===== src/design/bop_pkg.sv =====
`timescale 1ns / 1ps
`default_nettype none
// ----------------------------------------------------------------------------
// bop_pkg: shared types and constants for the binomial option pricer
// Fixed-point constants, register map codes and the control and coefficient
// bundles that the controller broadcasts along the row of node cells.
// ----------------------------------------------------------------------------
package bop_pkg;

    // default and largest supported tree depth
    localparam int DEFAULT_MAX_LEVELS = 256;
    localparam int LEVELS_LIMIT       = 1024;

    // width of level counts and step thresholds, covers the whole depth range
    localparam int LVL_W = $clog2(LEVELS_LIMIT + 1);

    // apb address width for six 32-bit registers
    localparam int PADDR_W = 5;

    // q2.30 / q0.30 constants
    localparam logic [30:0] Q30_ONE  = 31'h4000_0000;
    localparam logic [30:0] Q30_HALF = 31'h2000_0000;

    // register reset values
    localparam logic [31:0] RST_INITIAL_PRICE  = 32'h0000_0000;
    localparam logic [31:0] RST_STRIKE_PRICE   = 32'h0000_0000;
    localparam logic [31:0] RST_UP_FACTOR      = 32'h4000_0000;
    localparam logic [31:0] RST_DOWN_FACTOR    = 32'h4000_0000;
    localparam logic [30:0] RST_UP_PROBABILITY = 31'h2000_0000;
    localparam logic [30:0] RST_STEP_DISCOUNT  = 31'h4000_0000;

    // register indexes (word address)
    typedef enum logic [2:0] {
        REG_INITIAL_PRICE  = 3'd0,
        REG_STRIKE_PRICE   = 3'd1,
        REG_UP_FACTOR      = 3'd2,
        REG_DOWN_FACTOR    = 3'd3,
        REG_UP_PROBABILITY = 3'd4,
        REG_STEP_DISCOUNT  = 3'd5
    } t_reg_idx;

    // operation that every cell performs in a given cycle
    typedef enum logic [2:0] {
        OP_HOLD,
        OP_LOAD,
        OP_LEAF,
        OP_STRIKE,
        OP_MIX,
        OP_DISC
    } t_cell_op;

    // broadcast control: operation and the up/down split for leaf steps
    typedef struct packed {
        t_cell_op         op;
        logic [LVL_W-1:0] thr;
    } t_cell_ctrl;

    // broadcast pricing coefficients, probability and discount already clamped
    typedef struct packed {
        logic [31:0] s0;
        logic [31:0] strike;
        logic [31:0] up;
        logic [31:0] down;
        logic [30:0] prob;
        logic [30:0] disc;
    } t_coef;

endpackage : bop_pkg
`default_nettype wire


===== src/design/bop_cell.sv =====
`timescale 1ns / 1ps
`default_nettype none
// ----------------------------------------------------------------------------
// bop_cell: one node column of the binomial tree
// Holds one node value and a sticky clip flag. A single multiply-add unit
// builds the leaf price step by step, then performs the two halves of each
// backward induction step using the value of the next cell up the row.
// ----------------------------------------------------------------------------
module bop_cell #(
    parameter int INDEX = 0
) (
    input  wire logic               i_clk,
    input  wire logic               i_rst_n,
    input  wire bop_pkg::t_cell_ctrl i_ctrl,
    input  wire bop_pkg::t_coef     i_coef,
    input  wire logic [31:0]        i_next_value,
    input  wire logic               i_next_clip,
    output logic [31:0]             o_value,
    output logic                    o_clip
);
    import bop_pkg::*;

    logic [31:0]        r_value;
    logic [31:0]        n_value;
    logic               r_clip;
    logic               n_clip;
    logic               use_up;
    logic signed [32:0] mul_a;
    logic signed [32:0] mul_b;
    logic signed [65:0] product;
    logic signed [65:0] addend;
    logic signed [65:0] acc;
    logic [35:0]        scaled;

    // cells at or above the threshold take an up move in this leaf step
    assign use_up = (LVL_W'(INDEX) >= i_ctrl.thr);

    // operand selection for the shared multiply-add
    always_comb begin
        mul_a  = '0;
        mul_b  = '0;
        addend = '0;
        case (i_ctrl.op)
            OP_LEAF: begin
                mul_a  = {1'b0, r_value};
                mul_b  = {1'b0, (use_up ? i_coef.up : i_coef.down)};
                addend = {35'd0, Q30_HALF};
            end
            OP_MIX: begin
                // q*lo + p*hi written as lo*2^30 + p*(hi - lo)
                mul_a  = $signed({1'b0, i_next_value}) - $signed({1'b0, r_value});
                mul_b  = {2'b00, i_coef.prob};
                addend = {4'd0, r_value, 30'd0} + {35'd0, Q30_HALF};
            end
            OP_DISC: begin
                mul_a  = {1'b0, r_value};
                mul_b  = {2'b00, i_coef.disc};
                addend = {35'd0, Q30_HALF};
            end
            default: begin
                mul_a  = '0;
                mul_b  = '0;
                addend = '0;
            end
        endcase
    end

    assign product = mul_a * mul_b;
    assign acc     = product + addend;
    assign scaled  = acc[65:30];

    // next value and clip flag
    always_comb begin
        n_value = r_value;
        n_clip  = r_clip;
        case (i_ctrl.op)
            OP_LOAD: begin
                n_value = i_coef.s0;
                n_clip  = 1'b0;
            end
            OP_LEAF: begin
                if (scaled[35:32] != 4'd0) begin
                    n_value = 32'hFFFF_FFFF;
                    n_clip  = 1'b1;
                end else begin
                    n_value = scaled[31:0];
                end
            end
            OP_STRIKE: begin
                n_value = (r_value > i_coef.strike) ? (r_value - i_coef.strike) : 32'd0;
            end
            OP_MIX: begin
                n_value = scaled[31:0];
            end
            OP_DISC: begin
                // clip flags collapse toward cell zero one column per level
                n_value = scaled[31:0];
                n_clip  = r_clip | i_next_clip;
            end
            default: begin
                n_value = r_value;
                n_clip  = r_clip;
            end
        endcase
    end

    // node value, no reset needed
    always_ff @(posedge i_clk) begin
        r_value <= n_value;
    end

    // clip flag
    always_ff @(posedge i_clk) begin
        if (!i_rst_n) begin
            r_clip <= 1'b0;
        end else begin
            r_clip <= n_clip;
        end
    end

    assign o_value = r_value;
    assign o_clip  = r_clip;

endmodule : bop_cell
`default_nettype wire


===== config.mk =====
export PLATFORM = sky130hd
export DESIGN_NAME = bop_cell
export DESIGN_NICKNAME = d
export VERILOG_FILES = /design/src/design/bop_pkg.sv /design/src/design/bop_cell.sv
export SDC_FILE = /design/constraint.sdc
export NUM_CORES = 2
export LEC_CHECK = 0
export ABC_AREA = 1
export BUFFER_PORTS_ARGS = -buffer_cell sky130_fd_sc_hd__buf_2
export CAP_MARGIN = 20
export CORE_UTILIZATION = 50
export CTS_CLUSTER_SIZE = 12
export DETAILED_ROUTE_END_ITERATION = 8
export PLACE_DENSITY = 0.77
export SLEW_MARGIN = 10
export SYNTH_ARGS = -nofsm -noshare
export SYNTH_HDL_FRONTEND = slang
export SYNTH_SLANG_ARGS = --single-unit

===== constraint.sdc =====
create_clock -name i_clk -period 16.25 [get_ports i_clk]
set_input_delay 3.25 -clock i_clk [delete_from_list [all_inputs] [get_ports i_clk]]
set_output_delay 3.25 -clock i_clk [all_outputs]
set_load 0.03 [all_outputs]

* Word-level counts from Yosys, hierarchy flattened
Cells that the tools add are included.
Cells by class: reduce and logical (&&, ||, !) cells 6, bitwise operators 1, order comparisons 2, add/subtract/negate cells 4, muxes and demuxes 9, $mul 1, equal/unequal tests 6
Operators with widths (number):
- 32-bit case mux with 4 select lines | 1
- 63-bit case mux with 2 select lines | 1
- 32-bit 2-to-1 mux | 3
- 32-bit case mux with 3 select lines | 1
- 66-bit adder | 1
- 33-bit by 33-bit multiplier with 66-bit output | 1
- 33-bit case mux with 2 select lines | 1
- 62-bit by 30-bit adder with 63-bit output, second input constant | 1
- 32-bit by 32-bit subtractor with 33-bit output | 1
- 32-bit greater-than comparator | 1
- 32-bit subtractor | 1
- 1-bit by 11-bit greater-or-equal comparator with 1-bit output, first input constant | 1
- 4-bit nonzero test | 2
- 3-bit by 2-bit == test with 1-bit output, second input constant | 2
- 3-bit == test, second input constant | 2
- 2-bit OR reduction | 2
- 3-bit by 1-bit == test with 1-bit output, second input constant | 1
- 1-bit case mux with 3 select lines | 1
- 3-bit nonzero test | 1
- 2-bit inequality test, second input constant | 1
- 2-bit AND reduction | 1
- 1-bit 2-to-1 mux | 1
- 1-bit bitwise OR | 1
Word-level totals: register bits after elaboration 33, logic and storage cells 31, output and inout port bits 33, bits of input ports 239

* Depth between registers and ports, before layout
depth in word-level cells 8, depth in mapped cells 56

* Worst setup path after synthesis
OpenSTA, ideal clock, no wires.
kind input -> register, start point input port i_next_value[3], end point register r_value[19], in the netlist o_value[19], data pin, slack 3458 ps, cell stages on the path 44, arrival time 12524 ps, library setup time 269 ps, path buffers 2, path through ha_1 > a21o_1 > a31oi_1 > o211ai_1 > nand2_1 > nand2_1 > nand3_1 > nand2_1 > nand2_1 > nand2_1 > nand2_1 > nand2_1 > nand3b_1 > nand2_1 > buf_2 > nor2_1 > inv_1 > fa_1 > [8 not listed] > fa_1 > inv_1 > fa_1 > inv_1 > ha_1 > a21oi_1 > o21ai_0 > a21oi_1 > nor2_1 > a2111oi_0 > nand2_1 > nand2_1 > nand3_1 > nor2_1 > nand2_2 > nand2_4 > buf_6 > nand4_2
Between the ends: longest elaborated chain between the ends 7
Ends and longest elaborated chain:
- start, declared | RTL line bop_cell.sv:16 | input wire logic [31:0] i_next_value,
- 32-bit by 32-bit subtractor with 33-bit output * | RTL line bop_cell.sv:51 | mul_a = $signed({1'b0, i_next_value}) - $signed({1'b0, r_value});
- 33-bit case mux with 2 select lines * | RTL line bop_cell.sv:43 | case (i_ctrl.op)
- 33-bit by 33-bit multiplier with 66-bit output * | RTL line bop_cell.sv:68 | assign product = mul_a * mul_b;
- 66-bit adder * | RTL line bop_cell.sv:69 | assign acc = product + addend;
- 4-bit nonzero test | RTL line bop_cell.sv:82 | if (scaled[35:32] != 4'd0) begin
- 32-bit 2-to-1 mux | RTL line bop_cell.sv:82
- 32-bit case mux with 4 select lines * | RTL line bop_cell.sv:76 | case (i_ctrl.op)
- via n_value[19] | RTL line bop_cell.sv:24 | logic [31:0] n_value;
- end signal, assigned | RTL line bop_cell.sv:109 | r_value <= n_value;
- end, declared | RTL line bop_cell.sv:23 | logic [31:0] r_value;
The timed path passes the listed nets; every way through them passes the cells marked *. A chain may end at the register's enable or synchronous reset.

* Worst setup path in the final report
start point input port i_next_value[0], end point register r_value[24], in the netlist o_value[24], data pin
The elaborated chain is that of the path after synthesis.

==> impl_metrics.toml <==
[timing]
final.min_clock_period_ps = 14560
clock_skew_ps = 8.57
fmax_mhz = 68.7
rsz0062_at_grt = "no"
setup_viol = 0
tightest_slew_ps = 1120
hold_viol = 0
finalCritPeriodShare_pct = 89.6
tns_ps = 0
drv_slew = 0
finalWorstSetupSlack_ps = 1690
slew_headroom_pct = 25.3

[yosys]
ys.warnings.count = 0
synth_compound_area_share_pct = 7.25
synth_edf_count = 32
yosysSeqAreaShare_pct = 2.21
synthAdderAreaFrac_pct = 59.6
synth_top_cell_by_area = "fa_1"
netlist_area_mm2 = 0.0443
ys_ff_latch = 33
synth_flop_cell = "edfxtp_1"
synth_area_leaders = "fa_1, inv_1, ha_1"
synthSimpleGateAreaFrac_pct = 16.8
synthArstFlopShare_pct = 0
synth.mux.area_fraction_pct = 0
synth_top_area_share_pct = 51.7
synth-xor-area-share_pct = 0.652
ys_types = 54
synth_fp_nets = 7190
synth_cells = 5529
avgSynthCellArea_um2 = 8.01
synth_top_family_by_area = "adder cells"

[placement]
portBuffers = 271
place_congestion = 1.08
place_ws_ps = 1460
dp_hpwl_um = 136000
dpl_cell_area_mm2 = 0.0471
dpl.cell_count = 6858

[worst_setup_path]
reg2reg_slack_ps = 4100
cp_slowest_cell = "inv_1"
endpoint_kind = "flop"
cpPeakStageDelay_ps = 670
cp_common_cell = "nand2_1"
cp_data_required_time_ps = 16250
crit_type = "in2reg"
reg2reg_depth = 44
r2r_start = "o_value[0]"
cp-start-kind = "primary input"
r2r_end = "o_value[24]"
arrival_ps = 14560
path_max_fanout = 32

[floorplan]
dieArea_mm2 = 0.0898
start_util_pct = 50.8
coreArea_mm2 = 0.0873
die_x_um = 300
placementRows = 108
ios = 272
die_h_um = 300

[grt]
antenna_found_initial = 10
grt_max_degree = 49
grt_first_pass_wirelength_um = 251000
track_usage_pct = 37.7
grt-ovfl-total = 0
grt_pass1_vias = 41300

[final_layout]
syn_to_final_growth_pct = 7.03
drive_gt1_share_pct = 7.98
stdcell_area_mm2 = 0.0474
nets = 7374
fin_cells = 6874

[power_and_ir_drop]
peakVddDrop_v = 0.000142
power_density_mw_per_mm2 = 136
leakagePower_nw = 25.5
power.total_mw = 6.47

[route]
postRouteAntennaNets = 0
vias_per_cell = 5.68
avgRoutedWirePerCell_um = 23.9
num_vias = 39100
dr.pass1.iters = 8
wl_um = 164000
drc = 0
dr.first_iter.drc_count = 3825

[clocking]
numCtsBuffers = 5
clockBufferDepth = 2
cts_hold_buf = 0
cts_max_level = 2
cts_root_buffer = "clkbuf_16"
clk_latency_ps = 280
cts_resized = 0
clk_pin_slew_ps = 60
numClockSinks = 33
cts_setup_buffers = 0
tritoncts = "built"

[run]
maxCapViolCount = 0

[worst_hold_path]
min_path_cells = 2
hold_path_startpoint = "o_clip"
min_path_type = "reg2reg"
hold_end = "o_clip"

[outcome]
status = "completed"
Yosys cell counts (all sizes together) (3+ instances only):
cell type,count
clkinv,24
fa,1145
o21a,18
a21oi,262
a31oi,5
ha,277
inv,1361
clkbuf,163
edfxtp,32
nor3,16
and3,6
a211oi,4
nand4,14
o211ai,7
o31ai,3
a21o,14
a21boi,13
xnor2,20
nand3b,12
a22o,28
nand2,892
nand3,67
nor4,10
or2,4
o22ai,3
buf,29
nor2,874
a2111oi,3
xor2,13
o21ai,196
logic make-up (layout without fill, tap and decap cells):
| kind of cell | after synthesis | after routing |
|---|---|---|
| buffers and inverters | 1577 | 1762 |
| adder cells (fa/ha/maj) | 1422 | 1422 |
| XOR/XNOR | 33 | 33 |
| other | 2 | 7 |
| flip-flops | 33 | 33 |
| AND/OR/NAND/NOR | 1897 | 1897 |
| AO/OA/AOI/OAI | 565 | 565 |
worst max-delay path, delay by kind of cell:
family	cells	cell delay, ps
AOI/OAI and AO/OA	6	1450
adders and majority gates	11	4950
buffers and inverters	10	2010
and+or+nand+nor	19	2810
per-stage QoR:
step | hold slack (ps) | utilization (%)
global route | 538 | 54.3
CTS | 524 | 54.2
detailed placement | 513 | 54.0
global placement | 512 | 54.0
floorplan | 631 | -
finish | 536 | 54.3
sequential cells by signal, indices dropped and copies added (netlist names):
name and cells:
o_clip 1, o_value 32
worst max-delay path by stage:
stage | start | slack (ps) | depth (start not counted) | end
2_1_floorplan | i_next_value[3] | 3460 | 44 | o_value[19]
3_3_place_gp | i_next_value[0] | 1720 | 46 | o_value[23]
3_5_place_dp | i_next_value[0] | 1460 | 46 | o_value[19]
4_1_cts | i_next_value[0] | 1750 | 46 | o_value[24]
5_1_grt | i_next_value[0] | 920 | 46 | o_value[23]
6_report | i_next_value[0] | 1690 | 46 | o_value[24]
layout make-up:
type,count,area [µm²]
diodes,5,12.5
clock buffers,5,125
clock inverters,3,68.8
fillers,8257,39900
inverters,1385,5200
multi-input cells,3919,37400
flip-flops and latches,33,981
well taps,1155,1450
repair buffers,369,2150
routing by layer:
metal | part of all wire, % | track usage, % | up-vias
met5 | 0.029 | 0 | -
met4 | 6.9 | 19.4 | 8
met3 | 13 | 10.7 | 578
met2 | 44 | 58.7 | 2508
met1 | 36 | 48.0 | 19400
li1 | - | - | 16500
cell usage in the layout, fill, tap and decap left out, types with 7 or more instances in the layout:
cell	Yosys	final
a21boi_0	11	11
a21o_1	14	14
a21oi_1	243	243
a21oi_2	19	19
a22o_1	28	28
buf_2	16	271
buf_4	0	94
clkinv_1	24	24
edfxtp_1	32	32
fa_1	1145	1145
ha_1	277	277
inv_1	1350	1350
inv_2	11	11
nand2_1	884	884
nand2_2	7	7
nand3_1	60	60
nand3_2	7	7
nand3b_1	12	12
nand4_1	10	10
nor2_1	871	858
nor2_2	1	12
nor3_1	16	16
nor4_1	10	10
o211ai_1	7	7
o21a_1	18	18
o21ai_0	186	183
o21ai_2	2	9
xnor2_1	20	20
xor2_1	13	13
power breakdown:
group	internal, mW	leakage (nW)	switching (mW)
clock network	0.0884	0.0944	0.0390
logic	1.98	25.0	4.14
registers	0.149	0.326	0.0813
total	2.21	25.5	4.26
Note: power is estimated with default switching activity, not from simulation.
